[src/quad_motor_mixer_with_spool_core_defines.svh]
// Assertion macros shared by the quad motor mixer RTL.
`ifndef QUAD_MOTOR_MIXER_WITH_SPOOL_CORE_DEFINES_SVH
`define QUAD_MOTOR_MIXER_WITH_SPOOL_CORE_DEFINES_SVH

// The consequent must hold in the same cycle as the antecedent.
`define QMM_ASSERT_IMP(label, clk, rst_n, ante, cons) \
  label: assert property (@(posedge clk) disable iff (!rst_n) (ante) |-> (cons)) \
    else $error("qmm assertion failed");

// The consequent must hold in the cycle after the antecedent.
`define QMM_ASSERT_NXT(label, clk, rst_n, ante, cons) \
  label: assert property (@(posedge clk) disable iff (!rst_n) (ante) |=> (cons)) \
    else $error("qmm assertion failed");

`endif

[src/qmm_pkg.sv]
// Types, constants and codes of the quad motor mixer with spool machine.
package qmm_pkg;

  localparam int FRAC_BITS  = 15;
  localparam int VAL_W      = FRAC_BITS + 1;
  localparam int DEM_W      = FRAC_BITS + 2;
  localparam int MAG_W      = FRAC_BITS + 2;
  localparam int SW         = FRAC_BITS + 5;
  localparam int TIME_W     = 24;
  localparam int DT_W       = 16;
  localparam int CFG_IDX_W  = 3;
  localparam int CFG_DATA_W = 24;
  localparam int MUL_W      = MAG_W;
  localparam int DIV_NUM_W  = 2 * FRAC_BITS + 2;
  localparam int DIV_DEN_W  = 24;
  localparam int DIV_CNT_W  = $clog2(DIV_NUM_W + 1);

  localparam logic [VAL_W-1:0] ONE = {1'b1, {FRAC_BITS{1'b0}}};

  localparam logic [15:0]       SPIN_ARM_RST     = 16'd3277;
  localparam logic [15:0]       SPIN_MIN_RST     = 16'd4915;
  localparam logic [15:0]       SPIN_MAX_RST     = 16'd31130;
  localparam logic [TIME_W-1:0] SPOOL_UP_RST     = 24'd500000;
  localparam logic [TIME_W-1:0] SPOOL_DOWN_RST   = 24'd500000;
  localparam logic [TIME_W-1:0] PILOT_TMO_RST    = 24'd2000000;

  localparam logic [CFG_IDX_W-1:0] CFG_SPIN_ARM   = 3'd0;
  localparam logic [CFG_IDX_W-1:0] CFG_SPIN_MIN   = 3'd1;
  localparam logic [CFG_IDX_W-1:0] CFG_SPIN_MAX   = 3'd2;
  localparam logic [CFG_IDX_W-1:0] CFG_SPOOL_UP   = 3'd3;
  localparam logic [CFG_IDX_W-1:0] CFG_SPOOL_DOWN = 3'd4;
  localparam logic [CFG_IDX_W-1:0] CFG_PILOT_TMO  = 3'd5;

  localparam logic [1:0] CMD_ARM    = 2'd1;
  localparam logic [1:0] CMD_DISARM = 2'd2;

  typedef enum logic [2:0] {
    PH_SHUT  = 3'd0,
    PH_IDLE  = 3'd1,
    PH_UP    = 3'd2,
    PH_UNLIM = 3'd3,
    PH_DOWN  = 3'd4
  } phase_t;

  typedef enum logic [1:0] {
    WANT_SHUT,
    WANT_IDLE,
    WANT_UNLIM
  } want_t;

  typedef enum logic [4:0] {
    S_IDLE,
    S_SPOOL,
    S_SPWAIT,
    S_FL,
    S_FL2,
    S_RP,
    S_SC1,
    S_SC1W,
    S_SC2,
    S_SC2M,
    S_SC2D,
    S_SC2W,
    S_THR,
    S_YAW,
    S_YAWW,
    S_OM1,
    S_OC1,
    S_OM2,
    S_OC2,
    S_DONE
  } seq_t;

  typedef struct packed {
    logic                 start;
    logic [DIV_NUM_W-1:0] num;
    logic [DIV_DEN_W-1:0] den;
  } div_req_t;

  typedef struct packed {
    logic                 done;
    logic [DIV_NUM_W-1:0] quo;
  } div_rsp_t;

endpackage

[src/qmm_div.sv]
// Shared radix-2 restoring divider, one quotient bit per cycle.
module qmm_div (
  input  logic               clk,
  input  logic               rst_n,
  input  qmm_pkg::div_req_t  req,
  output qmm_pkg::div_rsp_t  rsp
);

  logic [qmm_pkg::DIV_NUM_W-1:0] num_r;
  logic [qmm_pkg::DIV_DEN_W-1:0] den_r;
  logic [qmm_pkg::DIV_DEN_W-1:0] rem_r;
  logic [qmm_pkg::DIV_CNT_W-1:0] cnt_r;
  logic                          busy_r;
  logic                          done_r;
  logic [qmm_pkg::DIV_DEN_W:0]   rem_sh;
  logic                          ge;

  assign rem_sh = {rem_r, num_r[qmm_pkg::DIV_NUM_W-1]};
  assign ge     = rem_sh >= {1'b0, den_r};

  always_ff @(posedge clk) begin
    if (!rst_n) begin
      busy_r <= 1'b0;
      done_r <= 1'b0;
      cnt_r  <= '0;
    end else begin
      done_r <= 1'b0;
      if (req.start) begin
        busy_r <= 1'b1;
        cnt_r  <= qmm_pkg::DIV_CNT_W'(qmm_pkg::DIV_NUM_W);
      end else if (busy_r) begin
        cnt_r <= cnt_r - 1'b1;
        if (cnt_r == qmm_pkg::DIV_CNT_W'(1)) begin
          busy_r <= 1'b0;
          done_r <= 1'b1;
        end
      end
    end
  end

  // The numerator register shifts out dividend bits and shifts in quotient bits.
  always_ff @(posedge clk) begin
    if (req.start) begin
      num_r <= req.num;
      den_r <= req.den;
      rem_r <= '0;
    end else if (busy_r) begin
      num_r <= {num_r[qmm_pkg::DIV_NUM_W-2:0], ge};
      rem_r <= ge ? qmm_pkg::DIV_DEN_W'(rem_sh - {1'b0, den_r})
                  : rem_sh[qmm_pkg::DIV_DEN_W-1:0];
    end
  end

  assign rsp.done = done_r;
  assign rsp.quo  = num_r;

endmodule

[src/quad_motor_mixer_with_spool_core.sv]
// Top level: quad X motor mixer with spool machine, run by a sequencer over one divider.
// A shut down or ground idle tick skips the mix; each division in the shared 32-step
// divider holds the sequencer until it is done, up to nine divisions per tick.
// A new request is taken only in the idle state, after the last result has entered the
// result register; result stalls hold the sequencer until that register is free.
// Reset is synchronous and active low; it restores register defaults and shut down.
`include "quad_motor_mixer_with_spool_core_defines.svh"

module quad_motor_mixer_with_spool_core (
  input  logic                                 clk,
  input  logic                                 rst_n,
  input  logic                                 in_valid,
  output logic                                 in_ready,
  input  logic signed [qmm_pkg::DEM_W-1:0]     in_roll_demand,
  input  logic signed [qmm_pkg::DEM_W-1:0]     in_pitch_demand,
  input  logic signed [qmm_pkg::DEM_W-1:0]     in_yaw_demand,
  input  logic [15:0]                          in_throttle_demand,
  input  logic [qmm_pkg::DT_W-1:0]             in_elapsed_us,
  input  logic [1:0]                           in_arm_command,
  input  logic                                 in_pilot_active,
  output logic                                 out_valid,
  input  logic                                 out_ready,
  output logic [15:0]                          out_thrust_front_right,
  output logic [15:0]                          out_thrust_rear_left,
  output logic [15:0]                          out_thrust_front_left,
  output logic [15:0]                          out_thrust_rear_right,
  output logic [2:0]                           out_spool_phase,
  output logic                                 out_limit_roll_pitch,
  output logic                                 out_limit_throttle_upper,
  output logic                                 out_limit_throttle_lower,
  output logic                                 out_limit_yaw,
  input  logic                                 cfg_we,
  input  logic [qmm_pkg::CFG_IDX_W-1:0]        cfg_index,
  input  logic [qmm_pkg::CFG_DATA_W-1:0]       cfg_wdata
);

  localparam int VW = qmm_pkg::VAL_W;
  localparam int MW = qmm_pkg::MAG_W;
  localparam int SW = qmm_pkg::SW;
  localparam int FB = qmm_pkg::FRAC_BITS;
  localparam int TW = qmm_pkg::TIME_W;
  localparam int NW = qmm_pkg::DIV_NUM_W;
  localparam int DW = qmm_pkg::DIV_DEN_W;
  localparam int UW = qmm_pkg::MUL_W;

  // Configuration registers.
  logic [VW-1:0] arm_lvl_r, min_lvl_r, max_lvl_r;
  logic [VW-1:0] arm_lvl_nxt, min_lvl_nxt, max_lvl_nxt;
  logic [TW-1:0] up_time_r, down_time_r, timeout_r;
  logic [TW-1:0] up_time_nxt, down_time_nxt, timeout_nxt;

  // Block state.
  logic              armed_r, armed_nxt;
  qmm_pkg::phase_t   phase_r, phase_nxt;
  logic [VW-1:0]     ratio_r, ratio_nxt;
  logic [TW-1:0]     idle_r, idle_nxt;
  qmm_pkg::seq_t     seq_r, seq_nxt;
  logic [1:0]        k_r, k_nxt;

  // Latched request.
  logic signed [qmm_pkg::DEM_W-1:0] roll_r, roll_nxt, pitch_r, pitch_nxt;
  logic [VW-1:0]                    ym_r, ym_nxt, thr_r, thr_nxt;
  logic                             yneg_r, yneg_nxt;
  logic [qmm_pkg::DT_W-1:0]         dt_r, dt_nxt;
  logic [1:0]                       cmd_r, cmd_nxt;
  logic                             pa_r, pa_nxt;

  // Mixer work registers.
  logic [MW-1:0]   mag_r [2];
  logic [MW-1:0]   mag_nxt [2];
  logic [1:0]      sgn_r, sgn_nxt;
  logic [MW:0]     span_r, span_nxt;
  logic [MW-1:0]   d_r, d_nxt;
  logic [VW-1:0]   tmax_r, tmax_nxt, fl_r, fl_nxt, ys_r, ys_nxt, mo_r, mo_nxt;
  logic [MW-1:0]   t_r, t_nxt;
  logic [VW-1:0]   thw_r [4];
  logic [VW-1:0]   thw_nxt [4];
  logic [3:0]      flg_r, flg_nxt;
  logic [2*UW-1:0] mul_p_r;
  logic [UW-1:0]   mul_a, mul_b;

  // Result register.
  logic            out_valid_r, out_valid_nxt;
  logic [VW-1:0]   o_th_r [4];
  logic [VW-1:0]   o_th_nxt [4];
  logic [2:0]      o_ph_r, o_ph_nxt;
  logic [3:0]      o_flg_r, o_flg_nxt;

  qmm_pkg::div_req_t div_req;
  qmm_pkg::div_rsp_t div_rsp;

  qmm_div u_div (
    .clk   (clk),
    .rst_n (rst_n),
    .req   (div_req),
    .rsp   (div_rsp)
  );

  function automatic logic signed [qmm_pkg::DEM_W-1:0] clamp_dem(
    input logic signed [qmm_pkg::DEM_W-1:0] v
  );
    logic signed [qmm_pkg::DEM_W-1:0] lim;
    lim = $signed({1'b0, qmm_pkg::ONE});
    if (v > lim) return lim;
    else if (v < -lim) return -lim;
    else return v;
  endfunction

  // Effective spin limits, put in order.
  logic [VW-1:0] arm_e, min_c, min_e, max_c, max_e;
  assign arm_e = (arm_lvl_r > qmm_pkg::ONE) ? qmm_pkg::ONE : arm_lvl_r;
  assign min_c = (min_lvl_r > qmm_pkg::ONE) ? qmm_pkg::ONE : min_lvl_r;
  assign min_e = (min_c < arm_e) ? arm_e : min_c;
  assign max_c = (max_lvl_r > qmm_pkg::ONE) ? qmm_pkg::ONE : max_lvl_r;
  assign max_e = (max_c < min_e) ? min_e : max_c;

  // Per-motor terms for motor k: rp alternates sign within each pair, yaw by pair.
  logic [MW-1:0]        h_c;
  logic                 rpneg_c, ysg_c;
  logic signed [SW-1:0] rp_c, base_c, room_c, one_s, need_s;
  assign h_c     = (mag_r[0] > mag_r[1]) ? mag_r[0] : mag_r[1];
  assign rpneg_c = sgn_r[k_r[1]] ^ k_r[0];
  assign ysg_c   = yneg_r ^ k_r[1];
  assign one_s   = $signed({{(SW-VW){1'b0}}, qmm_pkg::ONE});
  assign need_s  = $signed({{(SW-VW){1'b0}}, ym_r});
  assign rp_c    = rpneg_c ? -$signed({{(SW-MW){1'b0}}, mag_r[k_r[1]]})
                           :  $signed({{(SW-MW){1'b0}}, mag_r[k_r[1]]});
  assign base_c  = $signed({{(SW-MW){1'b0}}, t_r}) + rp_c;
  assign room_c  = ysg_c ? base_c : (one_s - base_c);

  always_comb begin
    logic signed [qmm_pkg::DEM_W-1:0] yc, yneg_v;
    logic [TW-1:0]     idle_a;
    logic [TW:0]       isum;
    logic              armed_a;
    qmm_pkg::want_t    want;
    qmm_pkg::phase_t   ph1;
    logic [VW-1:0]     ratio1;
    logic [NW:0]       usum;
    logic signed [MW:0] a_c, b_c, na_c, nb_c;
    logic [MW-1:0]     am, bm, hh, t0, t1, ohm;
    logic signed [SW-1:0] yt_s, mo_s;

    arm_lvl_nxt   = arm_lvl_r;
    min_lvl_nxt   = min_lvl_r;
    max_lvl_nxt   = max_lvl_r;
    up_time_nxt   = up_time_r;
    down_time_nxt = down_time_r;
    timeout_nxt   = timeout_r;
    armed_nxt     = armed_r;
    phase_nxt     = phase_r;
    ratio_nxt     = ratio_r;
    idle_nxt      = idle_r;
    seq_nxt       = seq_r;
    k_nxt         = k_r;
    roll_nxt      = roll_r;
    pitch_nxt     = pitch_r;
    ym_nxt        = ym_r;
    yneg_nxt      = yneg_r;
    thr_nxt       = thr_r;
    dt_nxt        = dt_r;
    cmd_nxt       = cmd_r;
    pa_nxt        = pa_r;
    mag_nxt       = mag_r;
    sgn_nxt       = sgn_r;
    span_nxt      = span_r;
    d_nxt         = d_r;
    tmax_nxt      = tmax_r;
    fl_nxt        = fl_r;
    ys_nxt        = ys_r;
    mo_nxt        = mo_r;
    t_nxt         = t_r;
    thw_nxt       = thw_r;
    flg_nxt       = flg_r;
    o_th_nxt      = o_th_r;
    o_ph_nxt      = o_ph_r;
    o_flg_nxt     = o_flg_r;
    out_valid_nxt = out_valid_r && !out_ready;
    in_ready      = 1'b0;
    mul_a         = '0;
    mul_b         = '0;
    div_req       = '0;

    yc     = clamp_dem(in_yaw_demand);
    yneg_v = -yc;

    // Tick prologue: arm command, pilot activity and the idle timer.
    idle_a  = (cmd_r == qmm_pkg::CMD_ARM) ? timeout_r : idle_r;
    if (pa_r) idle_a = '0;
    isum = {1'b0, idle_a} + {{(TW + 1 - qmm_pkg::DT_W){1'b0}}, dt_r};
    if (dt_r != '0 && idle_a < timeout_r)
      idle_a = (isum > {1'b0, timeout_r}) ? timeout_r : isum[TW-1:0];
    armed_a = (cmd_r == qmm_pkg::CMD_ARM) ? 1'b1 :
              (cmd_r == qmm_pkg::CMD_DISARM) ? 1'b0 : armed_r;
    if (!armed_a) want = qmm_pkg::WANT_SHUT;
    else if (idle_a >= timeout_r) want = qmm_pkg::WANT_IDLE;
    else want = qmm_pkg::WANT_UNLIM;
    ph1    = (cmd_r == qmm_pkg::CMD_DISARM) ? qmm_pkg::PH_SHUT : phase_r;
    ratio1 = (cmd_r == qmm_pkg::CMD_DISARM) ? '0 : ratio_r;

    usum = {{(NW + 1 - VW){1'b0}}, ratio_r} + {1'b0, div_rsp.quo};

    a_c  = $signed({pitch_r[qmm_pkg::DEM_W-1], pitch_r})
         - $signed({roll_r[qmm_pkg::DEM_W-1], roll_r});
    b_c  = $signed({pitch_r[qmm_pkg::DEM_W-1], pitch_r})
         + $signed({roll_r[qmm_pkg::DEM_W-1], roll_r});
    na_c = -a_c;
    nb_c = -b_c;
    am   = a_c[MW] ? na_c[MW-1:0] : a_c[MW-1:0];
    bm   = b_c[MW] ? nb_c[MW-1:0] : b_c[MW-1:0];
    hh   = (am > bm) ? am : bm;

    t0  = (thr_r > tmax_r) ? {1'b0, tmax_r} : {1'b0, thr_r};
    t1  = (t0 < h_c) ? h_c : t0;
    ohm = {1'b0, qmm_pkg::ONE} - h_c;

    yt_s = $signed({{(SW-MW){1'b0}}, mul_p_r[FB +: MW]});
    mo_s = $signed({{(SW-MW){1'b0}}, t_r}) + rp_c + (ysg_c ? -yt_s : yt_s);

    unique case (seq_r)
      qmm_pkg::S_IDLE: begin
        in_ready = 1'b1;
        if (in_valid) begin
          roll_nxt  = clamp_dem(in_roll_demand);
          pitch_nxt = clamp_dem(in_pitch_demand);
          yneg_nxt  = yc[qmm_pkg::DEM_W-1];
          ym_nxt    = yc[qmm_pkg::DEM_W-1] ? yneg_v[VW-1:0] : yc[VW-1:0];
          thr_nxt   = (in_throttle_demand > qmm_pkg::ONE) ? qmm_pkg::ONE
                                                          : in_throttle_demand;
          dt_nxt    = in_elapsed_us;
          cmd_nxt   = in_arm_command;
          pa_nxt    = in_pilot_active;
          seq_nxt   = qmm_pkg::S_SPOOL;
        end
      end
      qmm_pkg::S_SPOOL: begin
        armed_nxt = armed_a;
        idle_nxt  = idle_a;
        phase_nxt = ph1;
        ratio_nxt = ratio1;
        seq_nxt   = qmm_pkg::S_FL;
        unique case (ph1)
          qmm_pkg::PH_SHUT: begin
            ratio_nxt = '0;
            if (want != qmm_pkg::WANT_SHUT) phase_nxt = qmm_pkg::PH_IDLE;
          end
          qmm_pkg::PH_IDLE: begin
            ratio_nxt = '0;
            if (want == qmm_pkg::WANT_SHUT) phase_nxt = qmm_pkg::PH_SHUT;
            else if (want == qmm_pkg::WANT_UNLIM) phase_nxt = qmm_pkg::PH_UP;
          end
          qmm_pkg::PH_UP: begin
            if (want != qmm_pkg::WANT_UNLIM) begin
              phase_nxt = qmm_pkg::PH_DOWN;
            end else if (up_time_r != '0) begin
              div_req.start = 1'b1;
              div_req.num   = NW'({dt_r, {FB{1'b0}}});
              div_req.den   = DW'(up_time_r);
              seq_nxt       = qmm_pkg::S_SPWAIT;
            end else begin
              ratio_nxt = qmm_pkg::ONE;
              phase_nxt = qmm_pkg::PH_UNLIM;
            end
          end
          qmm_pkg::PH_UNLIM: begin
            ratio_nxt = qmm_pkg::ONE;
            if (want != qmm_pkg::WANT_UNLIM) phase_nxt = qmm_pkg::PH_DOWN;
          end
          default: begin
            if (want == qmm_pkg::WANT_UNLIM) begin
              phase_nxt = qmm_pkg::PH_UP;
            end else if (down_time_r != '0) begin
              div_req.start = 1'b1;
              div_req.num   = NW'({dt_r, {FB{1'b0}}});
              div_req.den   = DW'(down_time_r);
              seq_nxt       = qmm_pkg::S_SPWAIT;
            end else begin
              ratio_nxt = '0;
              phase_nxt = qmm_pkg::PH_IDLE;
            end
          end
        endcase
      end
      qmm_pkg::S_SPWAIT: begin
        if (div_rsp.done) begin
          seq_nxt = qmm_pkg::S_FL;
          if (phase_r == qmm_pkg::PH_UP) begin
            if (usum >= {{(NW + 1 - VW){1'b0}}, qmm_pkg::ONE}) begin
              ratio_nxt = qmm_pkg::ONE;
              phase_nxt = qmm_pkg::PH_UNLIM;
            end else begin
              ratio_nxt = usum[VW-1:0];
            end
          end else begin
            if (div_rsp.quo >= {{(NW - VW){1'b0}}, ratio_r}) begin
              ratio_nxt = '0;
              phase_nxt = qmm_pkg::PH_IDLE;
            end else begin
              ratio_nxt = ratio_r - div_rsp.quo[VW-1:0];
            end
          end
        end
      end
      qmm_pkg::S_FL: begin
        flg_nxt = '0;
        unique case (phase_r)
          qmm_pkg::PH_SHUT: begin
            for (int i = 0; i < 4; i++) thw_nxt[i] = '0;
            seq_nxt = qmm_pkg::S_DONE;
          end
          qmm_pkg::PH_IDLE: begin
            for (int i = 0; i < 4; i++) thw_nxt[i] = arm_e;
            seq_nxt = qmm_pkg::S_DONE;
          end
          qmm_pkg::PH_UNLIM: begin
            fl_nxt   = min_e;
            tmax_nxt = qmm_pkg::ONE;
            seq_nxt  = qmm_pkg::S_RP;
          end
          default: begin
            mul_a   = UW'(min_e - arm_e);
            mul_b   = UW'(ratio_r);
            seq_nxt = qmm_pkg::S_FL2;
          end
        endcase
      end
      qmm_pkg::S_FL2: begin
        fl_nxt   = arm_e + mul_p_r[FB +: VW];
        tmax_nxt = ratio_r;
        seq_nxt  = qmm_pkg::S_RP;
      end
      qmm_pkg::S_RP: begin
        mag_nxt[0] = am;
        mag_nxt[1] = bm;
        sgn_nxt    = {b_c[MW], a_c[MW]};
        span_nxt   = {hh, 1'b0};
        k_nxt      = '0;
        if ({hh, 1'b0} > {2'b0, qmm_pkg::ONE}) begin
          flg_nxt[0] = 1'b1;
          seq_nxt    = qmm_pkg::S_SC1;
        end else begin
          seq_nxt = qmm_pkg::S_SC2;
        end
      end
      qmm_pkg::S_SC1: begin
        div_req.start = 1'b1;
        div_req.num   = NW'({mag_r[k_r[0]], {FB{1'b0}}});
        div_req.den   = DW'(span_r);
        seq_nxt       = qmm_pkg::S_SC1W;
      end
      qmm_pkg::S_SC1W: begin
        if (div_rsp.done) begin
          mag_nxt[k_r[0]] = div_rsp.quo[MW-1:0];
          if (k_r[0]) begin
            k_nxt   = '0;
            seq_nxt = qmm_pkg::S_SC2;
          end else begin
            k_nxt   = 2'd1;
            seq_nxt = qmm_pkg::S_SC1;
          end
        end
      end
      qmm_pkg::S_SC2: begin
        k_nxt = '0;
        if (h_c > {1'b0, tmax_r}) begin
          flg_nxt[0] = 1'b1;
          d_nxt      = h_c;
          seq_nxt    = qmm_pkg::S_SC2M;
        end else begin
          seq_nxt = qmm_pkg::S_THR;
        end
      end
      qmm_pkg::S_SC2M: begin
        mul_a   = mag_r[k_r[0]];
        mul_b   = UW'(tmax_r);
        seq_nxt = qmm_pkg::S_SC2D;
      end
      qmm_pkg::S_SC2D: begin
        div_req.start = 1'b1;
        div_req.num   = mul_p_r[NW-1:0];
        div_req.den   = DW'(d_r);
        seq_nxt       = qmm_pkg::S_SC2W;
      end
      qmm_pkg::S_SC2W: begin
        if (div_rsp.done) begin
          mag_nxt[k_r[0]] = div_rsp.quo[MW-1:0];
          if (k_r[0]) begin
            k_nxt   = '0;
            seq_nxt = qmm_pkg::S_THR;
          end else begin
            k_nxt   = 2'd1;
            seq_nxt = qmm_pkg::S_SC2M;
          end
        end
      end
      qmm_pkg::S_THR: begin
        // Collective: cap at the ramp limit, lift off the floor, then keep headroom.
        if (thr_r > tmax_r) flg_nxt[1] = 1'b1;
        if (t0 < h_c) flg_nxt[2] = 1'b1;
        if (t1 > ohm) begin
          t_nxt      = ohm;
          flg_nxt[1] = 1'b1;
        end else begin
          t_nxt = t1;
        end
        ys_nxt  = qmm_pkg::ONE;
        k_nxt   = '0;
        seq_nxt = qmm_pkg::S_YAW;
      end
      qmm_pkg::S_YAW: begin
        k_nxt   = k_r + 1'b1;
        seq_nxt = (k_r == 2'd3) ? qmm_pkg::S_OM1 : qmm_pkg::S_YAW;
        if (need_s > room_c) begin
          if (room_c <= 0) begin
            ys_nxt = '0;
          end else begin
            div_req.start = 1'b1;
            div_req.num   = NW'({room_c[VW-1:0], {FB{1'b0}}});
            div_req.den   = DW'(ym_r);
            k_nxt         = k_r;
            seq_nxt       = qmm_pkg::S_YAWW;
          end
        end
      end
      qmm_pkg::S_YAWW: begin
        if (div_rsp.done) begin
          if (div_rsp.quo < {{(NW - VW){1'b0}}, ys_r}) ys_nxt = div_rsp.quo[VW-1:0];
          k_nxt   = k_r + 1'b1;
          seq_nxt = (k_r == 2'd3) ? qmm_pkg::S_OM1 : qmm_pkg::S_YAW;
        end
      end
      qmm_pkg::S_OM1: begin
        mul_a   = UW'(ys_r);
        mul_b   = UW'(ym_r);
        seq_nxt = qmm_pkg::S_OC1;
      end
      qmm_pkg::S_OC1: begin
        if (mo_s < 0) mo_nxt = '0;
        else if (mo_s > one_s) mo_nxt = qmm_pkg::ONE;
        else mo_nxt = mo_s[VW-1:0];
        seq_nxt = qmm_pkg::S_OM2;
      end
      qmm_pkg::S_OM2: begin
        mul_a   = UW'(mo_r);
        mul_b   = UW'(max_e - fl_r);
        seq_nxt = qmm_pkg::S_OC2;
      end
      qmm_pkg::S_OC2: begin
        thw_nxt[k_r] = fl_r + mul_p_r[FB +: VW];
        flg_nxt[3]   = ys_r < qmm_pkg::ONE;
        k_nxt        = k_r + 1'b1;
        seq_nxt      = (k_r == 2'd3) ? qmm_pkg::S_DONE : qmm_pkg::S_OM1;
      end
      qmm_pkg::S_DONE: begin
        if (!out_valid_r || out_ready) begin
          o_th_nxt      = thw_r;
          o_ph_nxt      = phase_r;
          o_flg_nxt     = flg_r;
          out_valid_nxt = 1'b1;
          seq_nxt       = qmm_pkg::S_IDLE;
        end
      end
      default: seq_nxt = qmm_pkg::S_IDLE;
    endcase

    // Configuration writes must arrive only while the sequencer is idle; the block does not enforce it.
    if (cfg_we) begin
      unique case (cfg_index)
        qmm_pkg::CFG_SPIN_ARM:   arm_lvl_nxt   = cfg_wdata[VW-1:0];
        qmm_pkg::CFG_SPIN_MIN:   min_lvl_nxt   = cfg_wdata[VW-1:0];
        qmm_pkg::CFG_SPIN_MAX:   max_lvl_nxt   = cfg_wdata[VW-1:0];
        qmm_pkg::CFG_SPOOL_UP:   up_time_nxt   = cfg_wdata[TW-1:0];
        qmm_pkg::CFG_SPOOL_DOWN: down_time_nxt = cfg_wdata[TW-1:0];
        qmm_pkg::CFG_PILOT_TMO: begin
          timeout_nxt = cfg_wdata[TW-1:0];
          if (idle_r > cfg_wdata[TW-1:0]) idle_nxt = cfg_wdata[TW-1:0];
        end
        default: ;
      endcase
    end
  end

  always_ff @(posedge clk) begin
    if (!rst_n) begin
      arm_lvl_r   <= qmm_pkg::SPIN_ARM_RST;
      min_lvl_r   <= qmm_pkg::SPIN_MIN_RST;
      max_lvl_r   <= qmm_pkg::SPIN_MAX_RST;
      up_time_r   <= qmm_pkg::SPOOL_UP_RST;
      down_time_r <= qmm_pkg::SPOOL_DOWN_RST;
      timeout_r   <= qmm_pkg::PILOT_TMO_RST;
      armed_r     <= 1'b0;
      phase_r     <= qmm_pkg::PH_SHUT;
      ratio_r     <= '0;
      idle_r      <= qmm_pkg::PILOT_TMO_RST;
      seq_r       <= qmm_pkg::S_IDLE;
      k_r         <= '0;
      out_valid_r <= 1'b0;
    end else begin
      arm_lvl_r   <= arm_lvl_nxt;
      min_lvl_r   <= min_lvl_nxt;
      max_lvl_r   <= max_lvl_nxt;
      up_time_r   <= up_time_nxt;
      down_time_r <= down_time_nxt;
      timeout_r   <= timeout_nxt;
      armed_r     <= armed_nxt;
      phase_r     <= phase_nxt;
      ratio_r     <= ratio_nxt;
      idle_r      <= idle_nxt;
      seq_r       <= seq_nxt;
      k_r         <= k_nxt;
      out_valid_r <= out_valid_nxt;
    end
  end

  always_ff @(posedge clk) begin
    roll_r  <= roll_nxt;
    pitch_r <= pitch_nxt;
    ym_r    <= ym_nxt;
    yneg_r  <= yneg_nxt;
    thr_r   <= thr_nxt;
    dt_r    <= dt_nxt;
    cmd_r   <= cmd_nxt;
    pa_r    <= pa_nxt;
    mag_r   <= mag_nxt;
    sgn_r   <= sgn_nxt;
    span_r  <= span_nxt;
    d_r     <= d_nxt;
    tmax_r  <= tmax_nxt;
    fl_r    <= fl_nxt;
    ys_r    <= ys_nxt;
    mo_r    <= mo_nxt;
    t_r     <= t_nxt;
    thw_r   <= thw_nxt;
    flg_r   <= flg_nxt;
    o_th_r  <= o_th_nxt;
    o_ph_r  <= o_ph_nxt;
    o_flg_r <= o_flg_nxt;
    mul_p_r <= mul_a * mul_b;
  end

  assign out_valid                = out_valid_r;
  assign out_thrust_front_right   = o_th_r[0];
  assign out_thrust_rear_left     = o_th_r[1];
  assign out_thrust_front_left    = o_th_r[2];
  assign out_thrust_rear_right    = o_th_r[3];
  assign out_spool_phase          = o_ph_r;
  assign out_limit_roll_pitch     = o_flg_r[0];
  assign out_limit_throttle_upper = o_flg_r[1];
  assign out_limit_throttle_lower = o_flg_r[2];
  assign out_limit_yaw            = o_flg_r[3];

  `QMM_ASSERT_IMP(a_ratio_range, clk, rst_n, 1'b1, ratio_r <= qmm_pkg::ONE)
  `QMM_ASSERT_IMP(a_shut_zero, clk, rst_n, out_valid_r && o_ph_r == qmm_pkg::PH_SHUT, o_th_r[0] == '0 && o_th_r[3] == '0 && o_flg_r == '0)
  `QMM_ASSERT_NXT(a_busy_after_accept, clk, rst_n, in_valid && in_ready, !in_ready)
  `QMM_ASSERT_IMP(a_div_idle_quiet, clk, rst_n, seq_r == qmm_pkg::S_IDLE, !div_req.start)

endmodule

[config.mk]
export PLATFORM = sky130hd
export DESIGN_NAME = quad_motor_mixer_with_spool_core
export DESIGN_NICKNAME = d
export VERILOG_FILES = /design/src/qmm_pkg.sv /design/src/qmm_div.sv /design/src/quad_motor_mixer_with_spool_core.sv
export VERILOG_INCLUDE_DIRS = /design/src /design/src/src
export SDC_FILE = /design/constraint.sdc
export NUM_CORES = 2
export LEC_CHECK = 0
export ABC_AREA = 1
export BUFFER_PORTS_ARGS = -buffer_cell sky130_fd_sc_hd__buf_2
export CAP_MARGIN = 25
export CORE_MARGIN = 8
export CORE_UTILIZATION = 45
export CTS_BUF_LIST = sky130_fd_sc_hd__clkbuf_8 sky130_fd_sc_hd__clkbuf_16
export CTS_CLUSTER_DIAMETER = 60
export DETAILED_ROUTE_END_ITERATION = 7
export HOLD_SLACK_MARGIN = 0.03
export PLACE_DENSITY_LB_ADDON = 0.2
export SYNTH_ARGS = -nofsm -noshare
export SYNTH_HDL_FRONTEND = slang
export SYNTH_SLANG_ARGS = --single-unit
[constraint.sdc]
create_clock -name clk -period 14.6 [get_ports clk]
set_input_delay 4.38 -clock clk [delete_from_list [all_inputs] [get_ports clk]]
set_output_delay 4.38 -clock clk [all_outputs]
set_load 0.005 [all_outputs]
# Word level (Yosys, flattened, before mapping)
# Index checks and enable logic that the tools add are counted.
dict set report totals {
  regBits 668
  input_bits 118
  out_inout_bits 73
  word_cells 379
}
dict set report op_classes {
  n_addsub 21
  multipliers 1
  n_lt_le_gt_ge 38
  n_eq_ne 55
  mux 145
  n_bitwise 7
  reduce_logical 56
}
# cell n
set ops {}
lappend ops {{two-way mux 16 bit} 25}
lappend ops {{two-way mux 57 bit} 6}
lappend ops {{two-way mux 17 bit} 18}
lappend ops {{one-hot mux 64 bit (2 select lines)} 2}
lappend ops {{one-hot mux 57 bit (4 select lines)} 1}
lappend ops {{two-way mux 24 bit} 9}
lappend ops {{one-hot mux 17 bit (4 select lines)} 2}
lappend ops {{one-hot mux 57 bit (2 select lines)} 1}
lappend ops {{one-hot mux 5 bit (20 select lines)} 1}
lappend ops {{one-hot mux 16 bit (2 select lines)} 3}
lappend ops {{one-hot mux 16 bit (3 select lines)} 2}
lappend ops {{one-hot mux 34 bit (2 select lines)} 1}
lappend ops {{bitwise mux 64 bit} 1}
lappend ops {{> comparator 16 bit (second input constant)} 4}
lappend ops {{two-way mux 32 bit} 2}
lappend ops {{two-way mux 20 bit} 3}
lappend ops {{> comparator 17 bit} 3}
lappend ops {{> comparator 17 bit (second input constant)} 3}
lappend ops {{< comparator 17 x 16 -> 1 bit (second input constant)} 3}
lappend ops {{nonzero test 24 bit} 2}
lappend ops {{two-way mux 3 bit} 15}
lappend ops {{equality test 5 x 4 -> 1 bit (second input constant)} 8}
lappend ops {{negation 17 -> 20 bit} 2}
lappend ops {{two-way mux 5 bit} 7}
lappend ops {{other kinds (90)} 199}

# Depth between registers and ports, before layout
dict set report depth {
  ltp_word 15
  depth_mapped 73
}

# Cells and area by module
# Synthesis repeated with hierarchy kept, for this count alone.
dict set report unflattened {
  hier_cells 8259
  area_unflattened_um2 60276.6
}
# mod instances cells_per_inst area_each_um2 seq_area_each_um2
set modules_own_cells {}
lappend modules_own_cells {quad_motor_mixer_with_spool_core 1 7496 54783.8 15374.7}
lappend modules_own_cells {qmm_div 1 763 5492.8 2322.2}

# Least setup slack after synthesis
# Ideal clock, no wire load.
dict set report synth_path {
  path_kind {flip-flop to flip-flop}
  from {reg arm_lvl_r[0]}
  to {reg mul_p_r[28]}
  setup_ns 0.072
  arrival_time_ns 11.434
  path_slack_ns 3.094
  path_stages_with_launch 60
  cell_sequence {dfxtp_1 > nor2_1 > nand3_1 > nor2_1 > nand2_1 > nand2_1 > inv_1 > clkbuf_1 > nor2_1 > inv_1 > ha_1 > a21oi_1 > nor2_1 > a211oi_1 > o221a_2 > nand2_1 > clkbuf_1 > o21ai_0 > [... 24 more ...] > fa_1 > inv_1 > fa_1 > inv_1 > fa_1 > fa_1 > inv_1 > fa_1 > inv_1 > ha_1 > a21oi_1 > o21ai_0 > a21boi_1 > inv_1 > a21oi_1 > o21bai_1 > a31oi_1 > xnor2_1}
}
dict set report synth_between {
  elab_chain_len 9
  elab_cells_between_ends 12
  classes_between {2 x add/sub; 1 x mul; 3 x order compare; 6 x mux}
}
# item line_no
set synth_rtl {}
lappend synth_rtl {{start, declared} quad_motor_mixer_with_spool_core.sv:47} ;# logic [VW-1:0] arm_lvl_r, min_lvl_r, max_lvl_r;
lappend synth_rtl {{start signal, assigned} quad_motor_mixer_with_spool_core.sv:485} ;# arm_lvl_r <= qmm_pkg::SPIN_ARM_RST;
lappend synth_rtl {{start signal, assigned} quad_motor_mixer_with_spool_core.sv:499} ;# arm_lvl_r <= arm_lvl_nxt;
lappend synth_rtl {{> comparator 16 bit} quad_motor_mixer_with_spool_core.sv:111} ;# assign arm_e = (arm_lvl_r > qmm_pkg::ONE) ? qmm_pkg::ONE : arm_lvl_r;
lappend synth_rtl {{two-way mux 16 bit (*)} quad_motor_mixer_with_spool_core.sv:111}
lappend synth_rtl {{< comparator 16 bit} quad_motor_mixer_with_spool_core.sv:113} ;# assign min_e = (min_c < arm_e) ? arm_e : min_c;
lappend synth_rtl {{two-way mux 16 bit} quad_motor_mixer_with_spool_core.sv:113}
lappend synth_rtl {{< comparator 16 bit} quad_motor_mixer_with_spool_core.sv:115} ;# assign max_e = (max_c < min_e) ? min_e : max_c;
lappend synth_rtl {{two-way mux 16 bit} quad_motor_mixer_with_spool_core.sv:115}
lappend synth_rtl {{subtractor 16 x 16 -> 17 bit} quad_motor_mixer_with_spool_core.sv:445} ;# mul_b = UW'(max_e - fl_r);
lappend synth_rtl {{one-hot mux 17 bit (4 select lines)} quad_motor_mixer_with_spool_core.sv:220} ;# unique case (seq_r)
lappend synth_rtl {{multiplier 17 x 17 -> 32 bit (*)} quad_motor_mixer_with_spool_core.sv:538} ;# mul_p_r <= mul_a * mul_b;
lappend synth_rtl {{end signal, assigned} quad_motor_mixer_with_spool_core.sv:538}
lappend synth_rtl {{end, declared} quad_motor_mixer_with_spool_core.sv:79} ;# logic [2*UW-1:0] mul_p_r;
# Mark *: on every way between the ends. The rest lies on a longest branch, timed or not.
# A chain may end at the register's enable or synchronous reset.

# Worst setup path in the final report
dict set report layout_path {
  from {reg arm_lvl_r[13]}
  to {reg mul_p_r[29]}
}
# Same word-level chain as after synthesis.

==> results.py <==
metrics = {
    "status": {
        "outcome": "complete, no violations",
    },
    "job": {
        "cap_violations": 0,
    },
    "logic_synthesis": {
        "yosys.cell_types.count": 83,
        "synth.ff_latch_count": 668,
        "yosysTopAreaCellShare_pct": 21.9,
        "syn_area_per_cell_um2": 7.54,
        "synth_edf_count": 432,
        "ys.flop_type": "edfxtp_1",
        "netlist_instances": 7852,
        "synth_warnings": 0,
        "async_reset_ff_share_pct": 0,
        "ys_seq_area_share_pct": 29.9,
        "synth_area_leaders": "edfxtp_1 22%, ha_1 12%, nand2_1 11%, dfxtp_1 8.0%, inv_1 7.9%",
        "yosysTopAreaCell": "edfxtp_1",
        "syn_nets": 8788,
        "synthesis.area_um2": 59200,
    },
    "worst_setup_path": {
        "critPathBufInv": 10,
        "worst-setup-path-type": "reg -> reg",
        "crit_path_end_kind": "register",
        "crit_fanout": 21,
        "cpMostUsedCell": "nand2_1",
        "setup.worst_path.start_class": "register",
        "slowest_stage": "fa_1",
        "crit_family": "adder cells",
        "required_ps": 15190,
        "max_stage_delay_ps": 570,
        "worstPathArrival_ps": 14010,
    },
    "drt": {
        "avgViaCountPerCell": 5.58,
        "finalWirelength_mm": 219,
        "drcViolationCount": 0,
        "drtIter0Drc": 5298,
        "wl_per_cell_um": 22.4,
        "dr_total_vias": 54700,
        "firstDrtPassIters": 8,
        "ant_nets": 0,
    },
    "final_layout": {
        "diodes": 0,
        "design_area_um2": 65200,
        "nets": 8900,
        "regArea_um2": 17700,
        "fill_cells": 13100,
        "layout-drive-gt1-share_pct": 7.38,
        "layout_common_cells": "1,798 x nand2_1, 1,264 x inv_1, 585 x nor2_1, 583 x ha_1, 545 x a21oi_1",
        "layout_commonest_cell": "nand2_1",
        "area_delta_synth_final_pct": 10.1,
        "multiInputGateArea_um2": 35700,
    },
    "clock_network": {
        "cts_root_buf": "clkbuf_16",
        "cts_sinks": 668,
        "cts_buffers": 87,
        "cts.path.max_buffers": 3,
        "cts-resized-gates": 0,
        "htreeDepth": 3,
        "post_cts_buffers": 0,
        "cts_tree": "done",
        "clock_latency_ps": 710,
        "clk_pin_slew_ps": 60,
        "cts_hold_buf": 0,
    },
    "sta": {
        "post-route-period-util_pct": 91.9,
        "setup_viol": 0,
        "worst_slew_pin_slew_ps": 1300,
        "slew_violations": 0,
        "fmax_mhz": 74.5,
        "grt_setup_unrepaired": "false",
        "relSlewSlack_pct": 13.3,
        "finalSetupTns_ps": 0,
        "layout_min_cycle_time_ps": 13420,
        "skew_ps": 28.0,
        "finalHoldViolCount": 0,
    },
    "power_and_ir_drop": {
        "p_per_area_nw_per_um2": 151,
        "ir_worst_vdd_uv": 109,
        "p_leak_nw": 31.1,
    },
    "placement": {
        "place.gp.congestion": 1.01,
        "place_hpwl_mm": 174,
        "dpl-instance-area_um2": 62000,
        "io_buffers": 190,
    },
    "global_route": {
        "grt_max_degree": 67,
        "grt_pass1_wl_mm": 325,
        "grt_antenna_before_repair": 7,
        "grt_use_total_pct": 29.7,
        "grt_pass1_vias": 52100,
        "grt_remaining_overflow": 0,
    },
    "floorplanning": {
        "rows": 133,
        "dieHeight_um": 379,
        "start_util_pct": 45.2,
        "io_pins": 191,
        "die_x_um": 379,
        "core_um2": 131000,
        "dieArea_um2": 143000,
    },
    "hold_path": {
        "hp-class": "reg -> reg",
    },
}
==> state kept, by name, summed over array words and instances (netlist names), 24 cells and up <==
| signal | flops |
|---|---|
| timeout_r | 24 |
| down_time_r | 24 |
| u_div.den_r | 24 |
| thw_r | 64 |
| mul_p_r | 32 |
| mag_r | 34 |
| up_time_r | 24 |
| u_div.rem_r | 24 |
| idle_r | 24 |
| u_div.num_r | 32 |
==> report_power, final <==
group / internal [mW] / total, mW / leakage, nW / switching, mW
combinational: 1.53 / 5.00 / 23.7 / 3.47
sequential: 2.34 / 2.58 / 5.90 / 0.239
clock: 1.33 / 2.28 / 1.53 / 0.950
total: 5.21 / 9.87 / 31.1 / 4.66
==> area by class of cell <==
cell class | count | share of cell area [%]
clock buffers | 92 | 3.48
multi-input cells | 5656 | 54.8
clock inverters | 71 | 1.23
repair buffers | 281 | 2.72
flip-flops and latches | 668 | 27.1
well taps | 1755 | 3.37
inverters | 1270 | 7.31
==> layer usage <==
layer	up-vias	part of all wire, %	routed length [um]	track usage [%]
met3	397	8.7	19000	6.03
met1	26000	43	95000	40.8
met4	6	4.3	9350	10.9
li1	26100	-	-	-
met2	2168	44	95400	46.4
met5	-	0.019	41	0
==> per-stage QoR <==
| stage | hold slack, ps | setup slack, ps | cells | utilization, % | power, mW |
|---|---|---|---|---|---|
| finish | 416 | 1180 | 9793 | 49.7 | 9.87 |
| global placement | 401 | 1250 | 9617 | 47.2 | 7.42 |
| CTS | 417 | 1040 | 9784 | 49.6 | 9.77 |
| detailed placement | 405 | 1110 | 9621 | 47.3 | 7.47 |
| global route | 421 | 166 | 9793 | 49.7 | 10.5 |
| floorplan | 400 | 3090 | 7852 | - | 5.94 |
==> path summary, 6_finish.rpt <==
path	to	cells past startpoint	slack [ps]	from
setup / recovery	mul_p_r[29]	59	1180	arm_lvl_r[13]
hold reg to reg	out_thrust_front_left[10]	0	420	thw_r[26]
hold / removal	out_thrust_front_left[10]	0	420	thw_r[26]
setup reg to reg	mul_p_r[29]	59	1180	arm_lvl_r[13]
==> kinds of logic after synthesis <==
kind of cell    Yosys count  synth area share [%]
flops                   668                  29.9
fa+ha+maj               818                  20.3
buf+inv                1528                  10.0
simple gates           3196                  23.0
xor+xnor                229                  3.44
compound gates         1413                  13.5
==> cell usage after synthesis, types with 9 or more instances <==
| library cell | count |
|---|---|
| inv_2 | 10 |
| o31ai_1 | 9 |
| o21ai_2 | 18 |
| buf_2 | 33 |
| o21a_1 | 16 |
| nand4_1 | 131 |
| o21ai_0 | 493 |
| fa_1 | 235 |
| a21oi_1 | 546 |
| ha_1 | 583 |
| xnor2_1 | 78 |
| xor2_1 | 148 |
| nor2_2 | 15 |
| a221oi_1 | 26 |
| and2_1 | 18 |
| nor3b_1 | 10 |
| a211oi_1 | 13 |
| edfxtp_1 | 432 |
| nor4_1 | 39 |
| o22ai_1 | 43 |
| o211ai_1 | 55 |
| o21ai_1 | 43 |
| nand3_1 | 391 |
| a21boi_0 | 12 |
| inv_1 | 1254 |
| a22oi_1 | 21 |
| a31oi_1 | 32 |
| or2_2 | 27 |
| clkbuf_1 | 188 |
| a21o_1 | 18 |
| nand2_1 | 1798 |
| o21bai_1 | 19 |
| nand3b_1 | 18 |
| buf_4 | 20 |
| nor2_1 | 599 |
| dfxtp_1 | 236 |
| nor3_1 | 91 |
| nand2_2 | 23 |
No activity file was read; power rests on OpenSTA's default activity.
